### src/rtl/dgma_pkg.sv
package dgma_pkg;

	localparam int DEPTH_DEF = 16;
	localparam int SAMPLE_W  = 32;
	localparam int DRIFT_W   = 31;

	typedef logic signed [SAMPLE_W-1:0] sample_t;
	typedef logic [DRIFT_W-1:0]         drift_t;

	localparam drift_t MAX_DRIFT_RST = drift_t'(10000);

endpackage

### src/rtl/drift_gated_moving_average_top.sv
// Channel   Dir  Handshake          Payload (low bit first)
// s_        in   s_tvalid/s_tready  s_tdata: sample_offset[31:0]
// m_        out  m_tvalid/m_tready  m_tdata: average_offset[31:0], fill_count, zero pad
//                                   m_tuser: accepted
// cfg_      in   cfg_wr_en          cfg_wr_data: max_drift[30:0]
//
// One transaction at a time. A rejected sample goes from the update state straight to
// its result; an accepted one waits for the bit-serial divider that forms the rounded
// average. The window lives in one RAM read at the write pointer and written back
// in the update cycle.
// Reset (arst_n, async low) empties the window and clears lock; RAM is not cleared.
// A waiting result does not block the next input transaction; only the final
// hand-off stalls until the output register is free.
module drift_gated_moving_average_top #(
	parameter int DEPTH = dgma_pkg::DEPTH_DEF,
	localparam int CNT_W = $clog2(DEPTH + 1),
	localparam int TDATA_W = ((dgma_pkg::SAMPLE_W + CNT_W + 7) / 8) * 8
) (
	input  logic                   clk,
	input  logic                   arst_n,
	input  logic                   s_tvalid,
	output logic                   s_tready,
	input  dgma_pkg::sample_t      s_tdata,     // sample_offset
	output logic                   m_tvalid,
	input  logic                   m_tready,
	output logic [TDATA_W-1:0]     m_tdata,     // average_offset, fill_count, pad
	output logic                   m_tuser,     // accepted
	input  logic                   cfg_wr_en,
	input  dgma_pkg::drift_t       cfg_wr_data  // max_drift
);

	import dgma_pkg::*;

	localparam int PTR_W = (DEPTH > 1) ? $clog2(DEPTH) : 1;
	localparam int SUM_W = SAMPLE_W + $clog2(DEPTH);
	localparam int N_W   = SUM_W + 1;
	localparam int D_W   = CNT_W + 1;

	localparam logic [2:0] ST_IDLE  = 3'd0;
	localparam logic [2:0] ST_CHECK = 3'd1;
	localparam logic [2:0] ST_UPD   = 3'd2;
	localparam logic [2:0] ST_MAG   = 3'd3;
	localparam logic [2:0] ST_DIVS  = 3'd4;
	localparam logic [2:0] ST_DIVW  = 3'd5;
	localparam logic [2:0] ST_DONE  = 3'd6;

	logic [2:0]              state_q;
	sample_t                 sample_q;
	sample_t                 avg_q;
	logic signed [SUM_W-1:0] sum_q;
	logic [SUM_W-1:0]        mag_q;
	logic                    neg_q;
	logic [CNT_W-1:0]        cnt_q;
	logic [PTR_W-1:0]        ptr_q;
	logic                    locked_q;
	drift_t                  max_drift_q;
	logic                    reject_q;
	logic                    acc_q;
	logic signed [SAMPLE_W:0] delta_q;

	logic                    m_tvalid_q;
	logic [TDATA_W-1:0]      m_tdata_q;
	logic                    m_tuser_q;

	sample_t                 old_sample;
	logic                    full;
	logic signed [SAMPLE_W:0] diff;
	logic [SAMPLE_W:0]       abs_diff;
	logic                    ram_we;
	logic                    div_start;
	logic                    div_done;
	logic [N_W-1:0]          div_quot;
	logic [N_W-1:0]          div_num;
	logic [D_W-1:0]          div_den;
	logic                    out_free;

	assign full     = cnt_q == CNT_W'(DEPTH);
	assign diff     = {sample_q[SAMPLE_W-1], sample_q} - {avg_q[SAMPLE_W-1], avg_q};
	assign abs_diff = diff[SAMPLE_W] ? (SAMPLE_W + 1)'(-diff) : diff;
	assign ram_we   = (state_q == ST_UPD) && !reject_q;
	assign div_start = state_q == ST_DIVS;
	assign div_num  = {mag_q, 1'b0} + N_W'(cnt_q);
	assign div_den  = {cnt_q, 1'b0};
	assign out_free = !m_tvalid_q || m_tready;
	assign s_tready = state_q == ST_IDLE;

	dgma_ram #(
		.WIDTH (SAMPLE_W),
		.DEPTH (DEPTH)
	) u_window (
		.clk   (clk),
		.we    (ram_we),
		.waddr (ptr_q),
		.wdata (sample_q),
		.raddr (ptr_q),
		.rdata (old_sample)
	);

	dgma_div #(
		.N_W (N_W),
		.D_W (D_W)
	) u_div (
		.clk      (clk),
		.arst_n   (arst_n),
		.start    (div_start),
		.dividend (div_num),
		.divisor  (div_den),
		.done     (div_done),
		.quotient (div_quot)
	);

	always_ff @(posedge clk or negedge arst_n) begin
		if (!arst_n) begin
			state_q     <= ST_IDLE;
			sum_q       <= '0;
			cnt_q       <= '0;
			ptr_q       <= '0;
			avg_q       <= '0;
			locked_q    <= 1'b0;
			max_drift_q <= MAX_DRIFT_RST;
			m_tvalid_q  <= 1'b0;
		end else begin
			if (cfg_wr_en) begin
				max_drift_q <= cfg_wr_data;
			end
			if ((state_q == ST_DONE) && out_free) begin
				m_tvalid_q <= 1'b1;
			end else if (m_tready) begin
				m_tvalid_q <= 1'b0;
			end
			case (state_q)
				ST_IDLE: begin
					if (s_tvalid) begin
						state_q <= ST_CHECK;
					end
				end
				ST_CHECK: begin
					state_q <= ST_UPD;
				end
				ST_UPD: begin
					if (reject_q) begin
						state_q <= ST_DONE;
					end else begin
						sum_q <= sum_q + SUM_W'(delta_q);
						if (!full) begin
							cnt_q <= cnt_q + CNT_W'(1);
						end
						if (ptr_q == PTR_W'(DEPTH - 1)) begin
							ptr_q <= '0;
						end else begin
							ptr_q <= ptr_q + PTR_W'(1);
						end
						state_q <= ST_MAG;
					end
				end
				ST_MAG: begin
					state_q <= ST_DIVS;
				end
				ST_DIVS: begin
					state_q <= ST_DIVW;
				end
				ST_DIVW: begin
					if (div_done) begin
						avg_q    <= neg_q ? SAMPLE_W'(-div_quot) : div_quot[SAMPLE_W-1:0];
						locked_q <= 1'b1;
						state_q  <= ST_DONE;
					end
				end
				ST_DONE: begin
					if (out_free) begin
						state_q <= ST_IDLE;
					end
				end
				default: begin
					state_q <= ST_IDLE;
				end
			endcase
		end
	end

	always_ff @(posedge clk) begin
		if (s_tvalid && s_tready) begin
			sample_q <= s_tdata;
		end
		if (state_q == ST_CHECK) begin
			reject_q <= locked_q && (abs_diff > {2'b00, max_drift_q});
			delta_q  <= {sample_q[SAMPLE_W-1], sample_q}
				- (full ? {old_sample[SAMPLE_W-1], old_sample} : '0);
		end
		if (state_q == ST_UPD) begin
			acc_q <= !reject_q;
		end
		if (state_q == ST_MAG) begin
			neg_q <= sum_q[SUM_W-1];
			mag_q <= sum_q[SUM_W-1] ? SUM_W'(-sum_q) : sum_q;
		end
		if ((state_q == ST_DONE) && out_free) begin
			m_tdata_q <= TDATA_W'({cnt_q, avg_q});
			m_tuser_q <= acc_q;
		end
	end

	assign m_tvalid = m_tvalid_q;
	assign m_tdata  = m_tdata_q;
	assign m_tuser  = m_tuser_q;

endmodule

### src/rtl/dgma_ram.sv
module dgma_ram #(
	parameter int WIDTH = 32,
	parameter int DEPTH = 16,
	localparam int ADDR_W = (DEPTH > 1) ? $clog2(DEPTH) : 1
) (
	input  logic              clk,
	input  logic              we,
	input  logic [ADDR_W-1:0] waddr,
	input  logic [WIDTH-1:0]  wdata,
	input  logic [ADDR_W-1:0] raddr,
	output logic [WIDTH-1:0]  rdata
);

	logic [WIDTH-1:0] mem_q [DEPTH];
	logic [WIDTH-1:0] rdata_q;

	always_ff @(posedge clk) begin
		if (we) begin
			mem_q[waddr] <= wdata;
		end
		rdata_q <= mem_q[raddr];
	end

	assign rdata = rdata_q;

endmodule

### src/rtl/dgma_div.sv
// Restoring divider, one quotient bit per cycle.
module dgma_div #(
	parameter int N_W = 37,
	parameter int D_W = 6
) (
	input  logic           clk,
	input  logic           arst_n,
	input  logic           start,
	input  logic [N_W-1:0] dividend,
	input  logic [D_W-1:0] divisor,
	output logic           done,
	output logic [N_W-1:0] quotient
);

	localparam int CW = (N_W > 1) ? $clog2(N_W) : 1;

	logic          busy_q;
	logic          done_q;
	logic [CW-1:0] cnt_q;
	logic [N_W-1:0] nq_q;
	logic [D_W-1:0] d_q;
	logic [D_W-1:0] rem_q;
	logic [D_W:0]   trial;
	logic           ge;
	logic           last;

	assign trial = {rem_q, nq_q[N_W-1]};
	assign ge    = trial >= {1'b0, d_q};
	assign last  = cnt_q == CW'(N_W - 1);

	always_ff @(posedge clk or negedge arst_n) begin
		if (!arst_n) begin
			busy_q <= 1'b0;
			done_q <= 1'b0;
			cnt_q  <= '0;
		end else begin
			done_q <= busy_q && last;
			if (start) begin
				busy_q <= 1'b1;
				cnt_q  <= '0;
			end else if (busy_q) begin
				cnt_q <= cnt_q + CW'(1);
				if (last) begin
					busy_q <= 1'b0;
				end
			end
		end
	end

	always_ff @(posedge clk) begin
		if (start) begin
			nq_q  <= dividend;
			d_q   <= divisor;
			rem_q <= '0;
		end else if (busy_q) begin
			nq_q  <= {nq_q[N_W-2:0], ge};
			rem_q <= ge ? D_W'(trial - {1'b0, d_q}) : trial[D_W-1:0];
		end
	end

	assign done     = done_q;
	assign quotient = nq_q;

endmodule

### config.mk
export PLATFORM = sky130hd
export DESIGN_NAME = drift_gated_moving_average_top
export DESIGN_NICKNAME = d
export VERILOG_FILES = /design/src/rtl/dgma_pkg.sv /design/src/rtl/drift_gated_moving_average_top.sv /design/src/rtl/dgma_ram.sv /design/src/rtl/dgma_div.sv
export SDC_FILE = /design/constraint.sdc
export NUM_CORES = 1
export LEC_CHECK = 0
export BUFFER_PORTS_ARGS = -buffer_cell sky130_fd_sc_hd__clkbuf_2
export CAP_MARGIN = 15
export CORE_MARGIN = 1.5
export CORE_UTILIZATION = 57
export CTS_CLUSTER_DIAMETER = 50
export DETAILED_ROUTE_END_ITERATION = 7
export PLACE_DENSITY = 0.77
export SYNTH_ARGS = -nofsm -noshare
export SYNTH_HDL_FRONTEND = slang
export SYNTH_SLANG_ARGS = --single-unit
### constraint.sdc
create_clock -name clk -period 5.5 [get_ports clk]
set_input_delay 0.55 -clock clk [delete_from_list [all_inputs] [get_ports clk]]
set_output_delay 0.55 -clock clk [all_outputs]
set_load 0.01 [all_outputs]
==> results.sh <==
export IMPL_grt_pass1_vias=26200
export IMPL_crit_family="compound AO/OA/AOI/OAI gates"
export IMPL_io_pins=111
export IMPL_die_area_um2=71900
export IMPL_routed_wl_um=105000
export IMPL_violations="DRC"
export IMPL_final_nets=3402
export IMPL_drive_gt1_share_pct=22.6
export IMPL_ant_nets=0
export IMPL_final_util_pct=67.0
export IMPL_setup_viol=0
export IMPL_postPlaceCellArea_um2=42900
export IMPL_dieWidth_um=268
export IMPL_antenna_found_initial=4
export IMPL_path_cells="inv_1, ha_2, and3_1, and3_1, a21boi_1, o21ai_0, a2111oi_4, buf_4, nor3b_4, nand3b_1, nor4_4, a21oi_2, xnor2_1, ha_1, a211oi_2, nand2_1, a211oi_2, o21ai_1, a211oi_1, nor2_1, buf_4, o31ai_2, a311oi_1"
export IMPL_finalWorstSetupSlack_ns=0.125
export IMPL_coreArea_um2=69800
export IMPL_fill_cells=4750
export IMPL_hold_viol_final=0
export IMPL_cellPowerDensity_nw_per_um2=496
export IMPL_drv_slew=0
export IMPL_fin_area_um2=46800
export IMPL_htreeDepth=3
export IMPL_ys_seq_area_share_pct=61.6
export IMPL_synth_flop_cell="edfxtp_1"
export IMPL_yosys_warnings=0
export IMPL_synth_seq_cells=855
export IMPL_grt_max_degree=127
export IMPL_cts_buffers=93
export IMPL_cts_root_buf="clkbuf_16"
export IMPL_place_hpwl_um=68000
export IMPL_synth_area_um2=40100
export IMPL_cp_max_fo=4
export IMPL_path_class="flop to flop"
export IMPL_synth_edf_count=696
export IMPL_vias=26100
export IMPL_clk_path_buf_depth=3
export IMPL_worst_ir_drop_vdd_mv=0.544
export IMPL_fp_dieH_um=268
export IMPL_endpoint_kind="flop"
export IMPL_tightest_slew_ns=1.21
export IMPL_fmax_mhz=186
export IMPL_relSlewSlack_pct=19.6
export IMPL_grt_pass1_wl_um=158000
export IMPL_slowest_delay_ns=0.38
export IMPL_cts_tree="yes"
export IMPL_drtIter0Drc=2700
export IMPL_skew_ns=0.0638
export IMPL_power_mw=23.2
export IMPL_rows=97
export IMPL_synthCells=2889
export IMPL_areaGrowthSynthToFinish_pct=16.8
export IMPL_crit_path_top_delay_cell="a2111oi_4"
export IMPL_startpoint_type="flop"
export IMPL_initial_core_util_pct=57.4
export IMPL_leakage_nw=17.2
export IMPL_synth_cell_types=76
export IMPL_remaining_drc_errors=2
export IMPL_clkTransAtPathRegs_ns=0.06
export IMPL_post_place_ws_ns=-0.231
export IMPL_cp_required_ns=5.91
export IMPL_worstPathArrival_ns=5.78
export IMPL_min_period_ns=5.37
export IMPL_multi_input_area_um2=14900
export IMPL_port_buffers=107
export IMPL_seqCellArea_um2=24700
export IMPL_clock_latency_ns=0.70
export IMPL_grt_setup_unrepaired="true"
export IMPL_critPathBufInv=3
export IMPL_firstDrtPassIters=8
export IMPL_wire_per_inst_um=25.1
export IMPL_vias_per_cell=6.21
export IMPL_grt_ovfl_total=0
export IMPL_cts_sinks=855
export IMPL_holdWs_ns=0.0285
export IMPL_hold_class="input pin to flop"
export IMPL_status="complete, but fails checks"
export IMPL_gp_congestion=0.928
export IMPL_n_antenna_cell=0
export IMPL_synth_async_reset_ratio_pct=14.2
export IMPL_syn_avg_cell_area_um2=13.9
export IMPL_grt_use_total_pct=29.7
export IMPL_max_cap_violations=0
export IMPL_fin_crit_sh_pct=97.7
kinds of logic (layout without fill, tap and decap cells):
group	Yosys count	after routing	share of synthesized area, %
DFF	855	855	61.6
and+or+nand+nor	684	684	8.35
AOI/OAI and AO/OA	573	573	8.95
buffers and inverters	244	612	2.31
xor gates and xnor gates	205	205	4.48
muxes	172	172	9.31
adders and majority gates	155	155	4.94
other	1	3	0.00936
worst paths after layout:
path	startpoint	endpoint	slack [ns]	depth (start not counted)
worst min register to register	acc_q$_DFFE_PP_	m_tuser$_DFFE_PP_	0.44	0
max in group asynchronous	arst_n	max_drift_q[2]$_DFFE_PN0P_	3.94	3
worst max-delay path	avg_q[6]$_DFFE_PN0P_	reject_q$_DFFE_PN_	0.13	23
min in group asynchronous	arst_n	max_drift_q[12]$_DFFE_PN0P_	0.32	2
worst max register to register	avg_q[6]$_DFFE_PN0P_	reject_q$_DFFE_PN_	0.13	23
worst min-delay path	s_tdata[22]	sample_q[22]$_DFFE_PP_	0.03	1
cell usage after synthesis (17+ instances only):
master | instances | share of area, %
dfrtp_1 | 116 | 7.2
o21ai_0 | 224 | 2.8
nor2_1 | 125 | 1.2
nand2b_1 | 23 | 0.36
mux4_2 | 160 | 9.0
a21oi_1 | 107 | 1.3
clkbuf_1 | 92 | 0.86
dfxtp_1 | 38 | 1.9
or3_1 | 25 | 0.39
nand4_1 | 27 | 0.42
inv_1 | 132 | 1.2
nor2b_1 | 19 | 0.30
nor3_1 | 37 | 0.46
ha_1 | 150 | 4.7
buf_1 | 17 | 0.16
edfxtp_1 | 696 | 52
xnor2_1 | 110 | 2.4
nor4_1 | 18 | 0.28
xor2_1 | 95 | 2.1
o21a_1 | 23 | 0.43
and3_1 | 22 | 0.34
a21o_1 | 57 | 1.1
nand2_1 | 270 | 2.5
o31ai_1 | 27 | 0.51
nand3_1 | 38 | 0.47
registers in the layout (all words and copies together) (netlist names), 6 cells and up:
| name | count |
|---|---|
| u_window.mem_q | 512 |
| sample_q | 32 |
| u_div.quotient | 37 |
| u_window.rdata | 32 |
| avg_q | 32 |
| sum_q | 36 |
| u_div.cnt_q | 6 |
| max_drift_q | 31 |
| u_div.rem_q | 6 |
| m_tdata | 37 |
| mag_q | 36 |
| delta_q | 33 |
layer usage:
metal  GRT usage, %  vias to the layer above  share of wire [%]
met3           6.08                      302                8.6
li1               -                    11600                  -
met5              0                        -              0.026
met2           48.5                     1262                 48
met1           39.4                    12900                 39
met4           11.8                        4                4.2
power by group:
| part | switching (mW) | internal, mW | total, mW |
|---|---|---|---|
| clock network | 2.75 | 3.99 | 6.74 |
| registers | 0.968 | 8.20 | 9.17 |
| logic | 3.94 | 3.37 | 7.31 |
cells in the final DEF, fill, tap and decap left out, types with 13 or more instances in the layout:
cell type,instances
inv_1,130
clkbuf_16,93
o31ai_1,23
nor2_1,120
ha_1,143
o21ai_0,221
o21bai_1,14
o21a_1,23
clkinv_2,17
nand3_1,38
clkbuf_2,106
buf_4,194
bufinv_16,15
and2_1,13
xor2_1,95
nand2b_1,23
xnor2_1,109
and3_1,18
dfxtp_1,38
nand2_1,269
dfrtp_1,112
nor3_1,27
a21oi_1,102
a21o_1,57
edfxtp_1,696
mux4_2,160
a31oi_1,14
nor2b_1,18
nand4_1,27
or3_1,23
cell type report:
cell class	instances	share of cell area [%]
Multi-Input combinational cell	1792	31.9
Sequential cell	855	52.8
Timing Repair Buffer	305	4.44
Clock buffer	112	5.28
Clock inverter	63	1.96
Inverter	132	1.06
Tap cell	940	2.51
what timing repair did:
action                                  in CTS  in global routing
cloned                                       0                  0
endpoints found under the setup margin       1                  1
setup buffers                                2                 11
hold buffers                                 1                  0
resized for setup                           11                 56
pin swaps                                    2                 26
endpoints found under the hold margin       16                  0
metrics by stage:
step | std cells | setup TNS, ns
global route | 4199 | -0.223
finish | 4199 | 0
CTS | 4187 | 0
global placement | 4009 | -0.127
detailed placement | 4009 | -0.231
floorplan | 2891 | 0
Power figures use the tool's default switching activity.
